## config.mk

```make
export PLATFORM = sky130hd
export DESIGN_NAME = nsg_divider
export DESIGN_NICKNAME = d
export VERILOG_FILES = /design/src/rtl/nsg_pkg.sv /design/src/rtl/nsg_divider.sv
export SDC_FILE = /design/constraint.sdc
export NUM_CORES = 2
export LEC_CHECK = 0
export BUFFER_PORTS_ARGS = -buffer_cell sky130_fd_sc_hd__buf_4
export CORE_ASPECT_RATIO = 1.2
export CORE_MARGIN = 3
export CORE_UTILIZATION = 40
export DETAILED_ROUTE_END_ITERATION = 8
export SYNTH_ARGS = -nofsm -noshare
export SYNTH_HDL_FRONTEND = slang
export SYNTH_SLANG_ARGS = --single-unit
```

## constraint.sdc

```tcl
create_clock -name clock -period 6 [get_ports clock]
set_input_delay 0.6 -clock clock [delete_from_list [all_inputs] [get_ports clock]]
set_output_delay 0.6 -clock clock [all_outputs]
set_load 0.01 [all_outputs]
```

## src/rtl/nsg_pkg.sv

```systemverilog
// Shared types, widths and codes for the near segment gate.
package nsg_pkg;

   // Coordinate format: signed Q.10 metres.
   localparam int CW = 32;
   // Width of squared lengths and dot products in Q.20.
   localparam int LW = 2 * CW + 4;
   // Divider operands are brought down to this many bits.
   localparam int NORM_BITS = 46;
   localparam int SHIFT_W = 7;
   // Quotient bits: mu runs from 0 to 1.0 in Q.16.
   localparam int DIV_STEPS = 17;
   localparam int MU_W = 17;
   localparam logic [MU_W-1:0] MU_ONE = 17'h10000;
   // Width of the nearest point coordinates.
   localparam int NW = CW + 3;
   // Matrix entry width, Q1.14.
   localparam int ME_W = 16;

   // Gate limits in Q.10 and Q.20.
   localparam int DEGEN_Q20 = 1049;
   localparam int X_LIMIT = 60 * 1024;
   localparam int Y_LIMIT = 10 * 1024;
   localparam logic [33:0] ELLIPSE_LIMIT = 34'd3600 << 20;

   // Register indexes of the configuration port.
   localparam int CSR_IDX_W = 3;
   localparam logic [CSR_IDX_W-1:0] CSR_ROT_W = 3'd0;
   localparam logic [CSR_IDX_W-1:0] CSR_ROT_X = 3'd1;
   localparam logic [CSR_IDX_W-1:0] CSR_ROT_Y = 3'd2;
   localparam logic [CSR_IDX_W-1:0] CSR_ROT_Z = 3'd3;
   localparam logic [CSR_IDX_W-1:0] CSR_SHIFT_X = 3'd4;
   localparam logic [CSR_IDX_W-1:0] CSR_SHIFT_Y = 3'd5;
   localparam logic [CSR_IDX_W-1:0] CSR_SHIFT_Z = 3'd6;

   typedef logic signed [CW-1:0] coord_type;
   typedef logic signed [ME_W-1:0] mat_entry_type;

   typedef enum logic [1:0] {
      VERDICT_KEPT    = 2'd0,
      VERDICT_DEGEN   = 2'd1,
      VERDICT_BEHIND  = 2'd2,
      VERDICT_OUTSIDE = 2'd3
   } verdict_type;

   typedef enum logic [1:0] {
      MU_ZERO = 2'd0,
      MU_FULL = 2'd1,
      MU_DIV  = 2'd2
   } mu_mode_type;

   typedef struct packed {
      logic signed [CW-1:0] start_x;
      logic signed [CW-1:0] start_y;
      logic signed [CW-1:0] start_z;
      logic signed [CW-1:0] end_x;
      logic signed [CW-1:0] end_y;
      logic signed [CW-1:0] end_z;
   } req_type;

   typedef struct packed {
      logic       near;
      logic [1:0] verdict;
   } rsp_type;

   // Data that rides alongside the divider.
   typedef struct packed {
      logic                 degen;
      mu_mode_type          mode;
      logic signed [CW-1:0] f0;
      logic signed [CW-1:0] f1;
      logic signed [CW:0]   t0;
      logic signed [CW:0]   t1;
   } side_type;

endpackage

```

## src/rtl/nsg_divider.sv

```systemverilog
// Pipelined restoring divider, one quotient bit per stage, for the factor mu.
module nsg_divider (
   input  logic                        clock,
   input  logic                        reset,
   input  logic                        adv,
   input  logic                        in_valid,
   input  logic [nsg_pkg::NORM_BITS-1:0] num,
   input  logic [nsg_pkg::NORM_BITS-1:0] den,
   input  nsg_pkg::side_type           side_in,
   output logic                        out_valid,
   output logic [nsg_pkg::MU_W-1:0]    quo,
   output nsg_pkg::side_type           side_out
);
   import nsg_pkg::*;

   localparam int NB = NORM_BITS;
   localparam int RS = DIV_STEPS - 1;

   logic [DIV_STEPS-1:0] vld_ff;
   logic [NB-1:0] rem_ff [RS];
   logic [NB-1:0] rem_in [RS];
   logic [NB-1:0] den_ff [RS];
   logic [NB-1:0] den_in [RS];
   logic [MU_W-1:0] q_ff [DIV_STEPS];
   logic [MU_W-1:0] q_in [DIV_STEPS];
   side_type side_ff [DIV_STEPS];
   side_type side_in_s [DIV_STEPS];

   // Each stage tries one subtraction; every stage but the first doubles the remainder before it.
   always_comb begin
      logic [NB:0] sh;
      logic        ge;
      for (int k = 0; k < DIV_STEPS; k++) begin
         if (k == 0) begin
            sh = {1'b0, num};
            ge = num >= den;
            q_in[k] = {{(MU_W-1){1'b0}}, ge};
            side_in_s[k] = side_in;
            den_in[k] = den;
            rem_in[k] = ge ? NB'(num - den) : num;
         end else begin
            sh = {rem_ff[k - 1], 1'b0};
            ge = sh >= {1'b0, den_ff[k - 1]};
            q_in[k] = {q_ff[k - 1][MU_W-2:0], ge};
            side_in_s[k] = side_ff[k - 1];
            if (k < RS) begin
               den_in[k] = den_ff[k - 1];
               rem_in[k] = ge ? NB'(sh - {1'b0, den_ff[k - 1]}) : sh[NB-1:0];
            end
         end
      end
   end

   always_ff @(posedge clock) begin
      if (reset) begin
         vld_ff <= '0;
      end else if (adv) begin
         vld_ff <= {vld_ff[DIV_STEPS-2:0], in_valid};
      end
   end

   always_ff @(posedge clock) begin
      if (adv) begin
         rem_ff  <= rem_in;
         den_ff  <= den_in;
         q_ff    <= q_in;
         side_ff <= side_in_s;
      end
   end

   assign out_valid = vld_ff[DIV_STEPS-1];
   assign quo       = q_ff[DIV_STEPS-1];
   assign side_out  = side_ff[DIV_STEPS-1];

   // In the dividing case the numerator never exceeds the denominator.
   a_quo_range: assert property (@(posedge clock) disable iff (reset)
      out_valid && side_out.mode == MU_DIV |-> quo <= MU_ONE)
      else $error("mu quotient above one");

endmodule

```

==> metrics.md <==
| Metric | Value |
|---|---|
| Area growth, synth to finish | 14.4% |
| WHS | 0.273 ns |
| Min-delay src | adv |
| Placed Cells | 17,658 |
| Leak | 0.0742 uW |
| Final Power | 93,100 uW |
| Core area | 422,000 um2 |
| Worst setup startpoint | rem_ff[50]$_DFFE_PP_ |
| Syn Inst Count | 11,999 |
| Vias after detailed routing | 91,530 |
| Req. time, crit path | 6.69 ns |
| CP max stage delay | 0.82 ns |
| Inserted Clock Buffers | 399 |
| Synth cell types | 99 |
| Non-Filler Instances | 18,622 |
| Crit path DAT | 5.48 ns |
| Most frequent cells in the layout | edfxtp_1, a21oi_1, inv_1 |
| Number of flops mapped to enable cells by yosys | 3,886 |
| Final setup fails | 0 |
| Hold Crit Class | in -> reg |
| Slew margin rel. | -0.512% |
| Wirelength, routed | 315,000 um |
| Final-report hold violation count | 0 |
| Post-DRT Antenna Nets | 0 |
| Detailed placer's ending HPWL | 221,000 um |
| GRT overflow | 0 |
| Cts repair resizes | 0 |
| Fmax achieved | 209 MHz |
| RSZ-0062 raised after global routing | no |
| Worst path cell trace | ha_1 > o21ai_0 > a21oi_1 > o41ai_2 > buf_4 > o21ai_0 > nand3_1 > nand2_1 > a31oi_1 > o21ai_1 > a21oi_1 > o211a_1 > inv_2 > mux2_2 |
| Least-Margin Pin Slew | 1.49 ns |
| Slowest-stage cell, CP | inv_2 |
| Site row count | 261 |
| Clock latency on the worst-skew pair | 0.96 ns |
| Sink Count | 3,903 |
| Clk pin slew, worst setup/hold paths | 0.06 ns |
| Postcts setup bufs | 0 |
| CTS H-Tree Depth | 5 |
| Vias in the first global route | 92,200 |
| Routed vias/inst | 4.92 |
| Seq/Total Area, Yosys | 68.8% |
| DIE AREA | 433,000 um2 |
| Startpoint types | flop |
| Fin. max-slew vios | 1 |
| Setup TNS | 0 ns |
| Worst vdd ir | 0.252 mV |
| Crit path capture type | flop |
| IO Pins | 380 |
| CTS Buffer Depth | 4 |
| Total GRT Usage | 14.1% |
| Initial Util | 40.3% |
| Reg2Reg Launch Point | rem_ff[50]$_DFFE_PP_ |
| Seq cells post-synth | 3,903 |
| DR pass1 iterations | 6 |
| Global-route wire length before repair | 496,000 um |
| Initial antenna violation count | 3 |
| Syn avg cell area | 14.2 um2 |
| P per Cell Area | 478 nW/um2 |
| Min Clock Period, post-route | 4.79 ns |
| Synth Net Count | 13,025 |
| Synthesized area | 170,000 um2 |
| Largest net degree at the start of global routing | 183 |
| Tcrit/Tclk final | 79.9% |
| DR WL/cell | 16.9 um |
| GP Congestion | 0.938 |
| R2R setup slack | 1.21 ns |
| Number of port buffers | 379 |
| Failing checks | max-capacitance violations, max-slew violations |
| Die Wd | 601 um |
| Ys flop type | edfxtp_1 |
| DIE HEIGHT | 720 um |
| Kind of critical path | reg -> reg |
| Commonest non-fill, non-tap cell in the layout | edfxtp_1 |
| Critical Path Fanout Max | 45 |
| CTS tree | built |
| Share of layout cells above drive strength 1 | 11.3% |
| Outcome | complete, but fails checks |
| Number of DRC markers in iteration 0 | 5,552 |
| Syn. warnings | 0 |
| Final net count | 13,659 |
| Clock Root Buffer | clkbuf_16 |
| Max cap viols | 1 |
| Post-synth ARST share | 0% |
| Drt drc | 0 |
| Layout Skew | 0.0603 ns |
-- logic make-up after synthesis --
family                     share of synthesized area, %
xor gates and xnor gates                           3.44
and+or+nand+nor                                    5.87
muxes                                              2.39
DFF                                                68.8
adders and majority gates                          5.93
AOI/OAI and AO/OA                                  9.99
buffers and inverters                              3.58
-- final timing paths --
kind                            endpoint  cells after the start
setup / recovery     rem_ff[8]$_DFFE_PP_                     14
setup reg to reg     rem_ff[8]$_DFFE_PP_                     14
hold reg to reg   side_ff[561]$_DFFE_PP_                      0
hold / removal    side_out[36]$_DFFE_PP_                      1
-- critical path: cells and delay by family (launching register included) --
| kind | cells | cell delay (ns) |
|---|---|---|
| multiplexers | 1 | 0.43 |
| AND/OR/NAND/NOR | 2 | 0.28 |
| AO/OA/AOI/OAI | 8 | 2.01 |
| adder cells (fa/ha/maj) | 1 | 0.40 |
| buffers and inverters | 2 | 0.98 |
| flip-flops | 1 | 0.41 |
-- layer usage --
layer  vias to the layer above  routed length, um  GRT usage (%)
met1                     43170             130000           16.6
met2                      1708             156000           24.9
met5                         -                  0              0
met4                         0              18200           7.51
li1                      45905                  -              -
met3                       747              11900           2.20
-- power breakdown --
group,leakage (uW),switching (uW),internal (uW)
sequential,0.0381,1970,35800
combinational,0.0296,17100,13200
clock,0.00649,10400,14500
total,0.0742,29500,63600
-- flip-flops by register name (all words and copies together) (netlist names) --
register,count
den_ff,736
q_ff,136
quo,17
rem_ff,736
side_ff,2128
side_out,133
vld_ff,17
-- synth_stat cells, drive strengths merged (29+ instances only) --
cell type / n / area (um2)
edfxtp: 3886 / 117000
a21oi: 981 / 4920
inv: 978 / 3670
ha: 781 / 9770
nand2: 615 / 2310
nor2: 576 / 2160
o21ai: 565 / 2840
a21o: 463 / 3480
xnor2: 434 / 3800
mux2: 334 / 3770
clkbuf: 242 / 910
xor2: 234 / 2050
buf: 227 / 1510
nand3: 173 / 866
nand4: 155 / 970
o21bai: 118 / 886
a31oi: 103 / 644
and3: 98 / 613
nor2b: 97 / 607
nor3: 90 / 450
o21a: 89 / 668
nand2b: 77 / 482
a211oi: 57 / 433
and2: 54 / 338
o31ai: 48 / 370
o211ai: 34 / 255
mux2i: 29 / 290
-- per-stage QoR --
step	cell area, um2	setup slack (ns)	util, %
6_report	195000	1.21	46.1
3_3_place_gp	179000	1.00	42.4
2_1_floorplan	170000	2.46	-
4_1_cts	195000	1.09	46.1
5_1_grt	195000	0.913	46.1
3_5_place_dp	179000	1.08	42.4
-- layout make-up --
cell class	instances	area (um2)
Multi-Input combinational cell	6648	47100
Clock inverter	262	3030
Sequential cell	3903	117000
Clock buffer	471	10400
Fill cell	37205	228000
Timing Repair Buffer	702	6290
Tap cell	5654	7070
Antenna cell	3	7.51
Inverter	979	3670
-- repair_timing --
action	4_1_cts	5_1_grt
hold buffers	228	0
endpoints found under the hold margin	242	0
endpoints found under the setup margin	0	0
(Power assumes the default switching activity.)
