## src/rtl/nsg_pkg.sv

```systemverilog
// Shared types, widths and codes for the near segment gate.
package nsg_pkg;

   // Coordinate format: signed Q.10 metres.
   localparam int CW = 32;
   // Width of squared lengths and dot products in Q.20.
   localparam int LW = 2 * CW + 4;
   // Divider operands are brought down to this many bits.
   localparam int NORM_BITS = 46;
   localparam int SHIFT_W = 7;
   // Quotient bits: mu runs from 0 to 1.0 in Q.16.
   localparam int DIV_STEPS = 17;
   localparam int MU_W = 17;
   localparam logic [MU_W-1:0] MU_ONE = 17'h10000;
   // Width of the nearest point coordinates.
   localparam int NW = CW + 3;
   // Matrix entry width, Q1.14.
   localparam int ME_W = 16;

   // Gate limits in Q.10 and Q.20.
   localparam int DEGEN_Q20 = 1049;
   localparam int X_LIMIT = 60 * 1024;
   localparam int Y_LIMIT = 10 * 1024;
   localparam logic [33:0] ELLIPSE_LIMIT = 34'd3600 << 20;

   // Register indexes of the configuration port.
   localparam int CSR_IDX_W = 3;
   localparam logic [CSR_IDX_W-1:0] CSR_ROT_W = 3'd0;
   localparam logic [CSR_IDX_W-1:0] CSR_ROT_X = 3'd1;
   localparam logic [CSR_IDX_W-1:0] CSR_ROT_Y = 3'd2;
   localparam logic [CSR_IDX_W-1:0] CSR_ROT_Z = 3'd3;
   localparam logic [CSR_IDX_W-1:0] CSR_SHIFT_X = 3'd4;
   localparam logic [CSR_IDX_W-1:0] CSR_SHIFT_Y = 3'd5;
   localparam logic [CSR_IDX_W-1:0] CSR_SHIFT_Z = 3'd6;

   typedef logic signed [CW-1:0] coord_type;
   typedef logic signed [ME_W-1:0] mat_entry_type;

   typedef enum logic [1:0] {
      VERDICT_KEPT    = 2'd0,
      VERDICT_DEGEN   = 2'd1,
      VERDICT_BEHIND  = 2'd2,
      VERDICT_OUTSIDE = 2'd3
   } verdict_type;

   typedef enum logic [1:0] {
      MU_ZERO = 2'd0,
      MU_FULL = 2'd1,
      MU_DIV  = 2'd2
   } mu_mode_type;

   typedef struct packed {
      logic signed [CW-1:0] start_x;
      logic signed [CW-1:0] start_y;
      logic signed [CW-1:0] start_z;
      logic signed [CW-1:0] end_x;
      logic signed [CW-1:0] end_y;
      logic signed [CW-1:0] end_z;
   } req_type;

   typedef struct packed {
      logic       near;
      logic [1:0] verdict;
   } rsp_type;

   // Data that rides alongside the divider.
   typedef struct packed {
      logic                 degen;
      mu_mode_type          mode;
      logic signed [CW-1:0] f0;
      logic signed [CW-1:0] f1;
      logic signed [CW:0]   t0;
      logic signed [CW:0]   t1;
   } side_type;

endpackage

```

## src/rtl/nsg_judge.sv

```systemverilog
// Nearest point reconstruction and ellipse test, ending in the result register.
module nsg_judge (
   input  logic                     clock,
   input  logic                     reset,
   input  logic                     adv,
   input  logic                     in_valid,
   input  logic [nsg_pkg::MU_W-1:0] quo,
   input  nsg_pkg::side_type        side,
   output logic                     out_valid,
   output nsg_pkg::rsp_type         rsp
);
   import nsg_pkg::*;

   localparam int MP = CW + 1 + MU_W + 1;
   localparam logic signed [NW-1:0] X_LIM = NW'(X_LIMIT);
   localparam logic signed [NW-1:0] Y_LIM = NW'(Y_LIMIT);

   logic [3:0] vld_ff;
   // Stage one.
   logic signed [MP-1:0] p0_ff, p1_ff, p0_in, p1_in;
   coord_type f0_ff, f1_ff;
   logic degen1_ff;
   // Stage two.
   logic signed [NW-1:0] n0_ff, n1_ff;
   logic degen2_ff;
   // Stage three.
   logic [31:0] xsq_ff;
   logic [29:0] ysq_ff;
   logic [31:0] xsq_in;
   logic [29:0] ysq_in;
   verdict_type early_ff, early_in;
   // Result register.
   rsp_type rsp_ff, rsp_in;

   // Pick mu and scale the tangent by it.
   always_comb begin
      logic [MU_W-1:0] mu;
      unique case (side.mode)
         MU_ZERO: mu = '0;
         MU_FULL: mu = MU_ONE;
         MU_DIV:  mu = quo;
         default: mu = '0;
      endcase
      p0_in = MP'(side.t0) * MP'($signed({1'b0, mu}));
      p1_in = MP'(side.t1) * MP'($signed({1'b0, mu}));
   end

   // Early verdicts and the squares of the bounded nearest point.
   always_comb begin
      logic [15:0]        xa;
      logic signed [14:0] ys;
      logic signed [29:0] yp;
      xa = n0_ff[15:0];
      ys = n1_ff[14:0];
      yp = 30'(ys) * 30'(ys);
      xsq_in = 32'(xa) * 32'(xa);
      ysq_in = yp;
      priority if (degen2_ff) begin
         early_in = VERDICT_DEGEN;
      end else if (n0_ff < 0) begin
         early_in = VERDICT_BEHIND;
      end else if (n0_ff >= X_LIM || n1_ff >= Y_LIM || n1_ff <= -Y_LIM) begin
         early_in = VERDICT_OUTSIDE;
      end else begin
         early_in = VERDICT_KEPT;
      end
   end

   // Final ellipse compare: x^2 + 36 y^2 against 3600 m^2.
   always_comb begin
      logic [33:0] sum;
      sum = 34'(xsq_ff) + (34'(ysq_ff) << 5) + (34'(ysq_ff) << 2);
      if (early_ff == VERDICT_KEPT && sum >= ELLIPSE_LIMIT) begin
         rsp_in.verdict = VERDICT_OUTSIDE;
      end else begin
         rsp_in.verdict = early_ff;
      end
      rsp_in.near = (rsp_in.verdict == VERDICT_KEPT);
   end

   always_ff @(posedge clock) begin
      if (reset) begin
         vld_ff <= '0;
      end else if (adv) begin
         vld_ff <= {vld_ff[2:0], in_valid};
      end
   end

   always_ff @(posedge clock) begin
      if (adv) begin
         p0_ff     <= p0_in;
         p1_ff     <= p1_in;
         f0_ff     <= side.f0;
         f1_ff     <= side.f1;
         degen1_ff <= side.degen;
         n0_ff     <= NW'(f0_ff) + NW'(p0_ff >>> 16);
         n1_ff     <= NW'(f1_ff) + NW'(p1_ff >>> 16);
         degen2_ff <= degen1_ff;
         xsq_ff    <= xsq_in;
         ysq_ff    <= ysq_in;
         early_ff  <= early_in;
         rsp_ff    <= rsp_in;
      end
   end

   assign out_valid = vld_ff[3];
   assign rsp       = rsp_ff;

endmodule

```

## config.mk

```make
export PLATFORM = sky130hd
export DESIGN_NAME = nsg_judge
export DESIGN_NICKNAME = d
export VERILOG_FILES = /design/src/rtl/nsg_pkg.sv /design/src/rtl/nsg_judge.sv
export SDC_FILE = /design/constraint.sdc
export NUM_CORES = 2
export LEC_CHECK = 0
export ABC_AREA = 1
export BUFFER_PORTS_ARGS = -buffer_cell sky130_fd_sc_hd__buf_2
export CAP_MARGIN = 20
export CORE_ASPECT_RATIO = 1.25
export CORE_MARGIN = 2
export CORE_UTILIZATION = 55
export CTS_CLUSTER_SIZE = 8
export DETAILED_ROUTE_END_ITERATION = 6
export GPL_TIMING_DRIVEN = 0
export PLACE_DENSITY = 0.71
export SLEW_MARGIN = 25
export SYNTH_ARGS = -nofsm -noshare
export SYNTH_HDL_FRONTEND = slang
export SYNTH_SLANG_ARGS = --single-unit
```

## constraint.sdc

```tcl
create_clock -name clock -period 7.3 [get_ports clock]
set_input_delay 0.365 -clock clock [delete_from_list [all_inputs] [get_ports clock]]
set_output_delay 0.365 -clock clock [all_outputs]
set_load 0.03 [all_outputs]
```

==> impl_results.md <==
* Core Util, Final at 59.48%
* Setup violators final at 0
* Clock root buffer: clkbuf_16
* Die Y-Extent at 398.8 um
* Worst setup SP type: input pin
* Clock sink count at 274
* Slowest-stage cell, CP: fa_1
* Max FO, Critical Path at 10
* Synth Register Bits at around 270
* Tot GR Track Use at roughly 33%
* Cell taking the most area after synthesis: fa_1
* Final Wtd Congestion at approximately 1.0
* Register area share after synthesis at between 10% and 20%
* Hold Violations, Final at 0
* Clk slew on worst S/H paths at approximately 0.05 ns
* CP endpoint kind: register
* H-tree depth at 2
* Synth top cells by count: inv_1, nand2_1, fa_1, nor2_1, ha_1
* DRC at 0
* DRT iter0 DRCs at 4326
* Asr flop ratio synth at 0%
* Fin Hold WS at between 0.02 and 0.03 ns
* Drt total wl at approximately 200000 um
* Nets at 10460
* Hold Crit Class: in -> reg
* Most common cell in the synthesized netlist: inv_1
* I/O pins at between 150 and 200
* Largest net degree at the start of global routing at 97
* Post-synth top area share at a little over two fifths
* RSZ-0062 raised after global routing: true
* Die area at around 0.13 mm^2
* Tmin final at ~7.2 ns
* Global-route wire length before repair at 317200 um
* Status: finished clean
* Post-DRT Antenna Nets at 0
* Fin crit share at between 90% and 100%
* WL/cell at approximately 21 um
* Number of synthesized flops with an enable pin at 270
* Critical path data required time at approximately 7.6 ns
* Post-placement cell count at 9817
* Fmax at 138.4 MHz
* CP max stage delay at roughly 0.57 ns
* Layout cells sized above 1 at 4.130%
* Most used cell, CP: fa_1
* Vias in the first global route at ~57000
* Die width at 319.9 um
* Worst slew margin at 23.27%
* Post-route insts no fill at between 9000 and 10000
* Top_reg_cell synth: edfxtp_1
* Initial Util at 55.57%
* HPWL after detailed placement at about 180000 um
* Post-synth cell types at between 50 and 60
* Max Slew Vio Count at 0
* Setup CP Type: in -> reg
* # port buffers at 148
* DR vias at 54240
* Slew @ Worst Pin at 1.151 ns
* Gate count of the mapped netlist at between 8000 and 9000
* Synth area leaders: fa_1, edfxtp_1, inv_1
* Max cap viols at 0
* Synthesized net count at 10200
* Via-to-Cell Ratio at approximately 5.5
* Initial antenna violation count at 19
* CTS tree: done
* Pre-antenna DRT Iters at 6
* Maximum clock path buffer count at 3
* Post-Syn Area at just under 0.07 mm^2
* Inserted Clock Buffers at slightly above 40
* Grt ovf at 0
* Layout Skew at 0.03294 ns
* Ys Warns at 0
* Design area at roughly 0.073 mm^2
* Core area at 0.1234 mm^2
* Post-Place Cell Area at around 0.07 mm^2
* Worst Path Arrival at roughly 7.5 ns
* Area grow syn2layout at 7.036%
* Row cnt at between 100 and 150
* Avg Inst Size Synth at approximately 8.5 um^2
* Clock latency on the worst-skew pair at approximately 0.6 ns
[flip-flops by register name, indices dropped and copies added (netlist names)]
signal     flops
n0_ff         35
n1_ff         35
p0_ff         35
p1_ff         35
f0_ff         32
f1_ff         32
xsq_ff        30
ysq_ff        29
vld_ff         4
rsp            3
early_ff       2
degen1_ff      1
degen2_ff      1
[worst max-delay path, delay by kind of cell]
family	cells	cell delay, ns
adders and majority gates	8	3.47
buffers and inverters	9	1.53
AOI/OAI and AO/OA	5	1.25
and+or+nand+nor	3	0.71
xor gates and xnor gates	1	0.19
[path summary, 6_finish.rpt]
check,cells after the start,to,slack (ns),startpoint
worst max-delay path,26,p0_ff[44]$_DFFE_PP_,0.07,side[130]
worst min-delay path,3,vld_ff[0]$_SDFFE_PP0P_,0.03,in_valid
worst max register to register,23,xsq_ff[31]$_DFFE_PP_,0.28,n0_ff[5]$_DFFE_PP_
worst min register to register,2,vld_ff[3]$_SDFFE_PP0P_,0.45,vld_ff[3]$_SDFFE_PP0P_
[placed cells by master, fill, tap and decap left out, types with 128 or more instances in the layout]
| master | n |
|---|---|
| buf_2 | 165 |
| nor2_1 | 734 |
| ha_1 | 523 |
| inv_1 | 2094 |
| nand2_1 | 1662 |
| xor2_1 | 137 |
| edfxtp_1 | 270 |
| nand3_1 | 128 |
| fa_1 | 1460 |
| a21oi_1 | 251 |
| clkbuf_1 | 150 |
| o21ai_0 | 135 |
[repair_timing]
item | in CTS | in global routing
pin swaps | 0 | 1
hold endpoints to repair | 69 | 0
setup endpoints to repair | 58 | 58
gates resized for setup | 19 | 89
buffers inserted | 0 | 6
hold buffers | 66 | 0
[cell type report]
cell class	count	area (um^2)
Tap cell	1606	2009
Clock inverter	6	57.56
Inverter	2107	7916
Antenna cell	11	27.53
Fill cell	11160	50000
Buffer	229	960.9
Clock buffer	43	1055
Timing Repair Buffer	222	1524
Sequential cell	274	8188
Multi-Input combinational cell	5448	51680
[per-stage QoR]
step                worst slack (ns)  setup TNS (ns)
floorplan                      1.013               0
global placement              -1.081          -47.87
detailed placement            -1.075          -51.01
CTS                          0.01625               0
global route                -0.03945        -0.08172
finish                       0.07450               0
[per-layer routing]
metal  vias up  part of all wire, %  GRT usage (%)
met3       630                  8.7          6.707
met5         -                0.041              0
met1     27030                   37          40.34
met4        14                  6.5          18.38
met2      2277                   48          55.15
li1      24290                    -              -
[logic make-up after synthesis]
logic type,synth area share [%]
adder cells (fa/ha/maj),52.18
buffers and inverters,12.83
XOR/XNOR,2.656
AO/OA/AOI/OAI,5.126
flip-flops,11.94
AND/OR/NAND/NOR,15.27
Power is not shown: default switching activity piles up to over one toggle a cycle in this logic, so the estimate is an artifact.
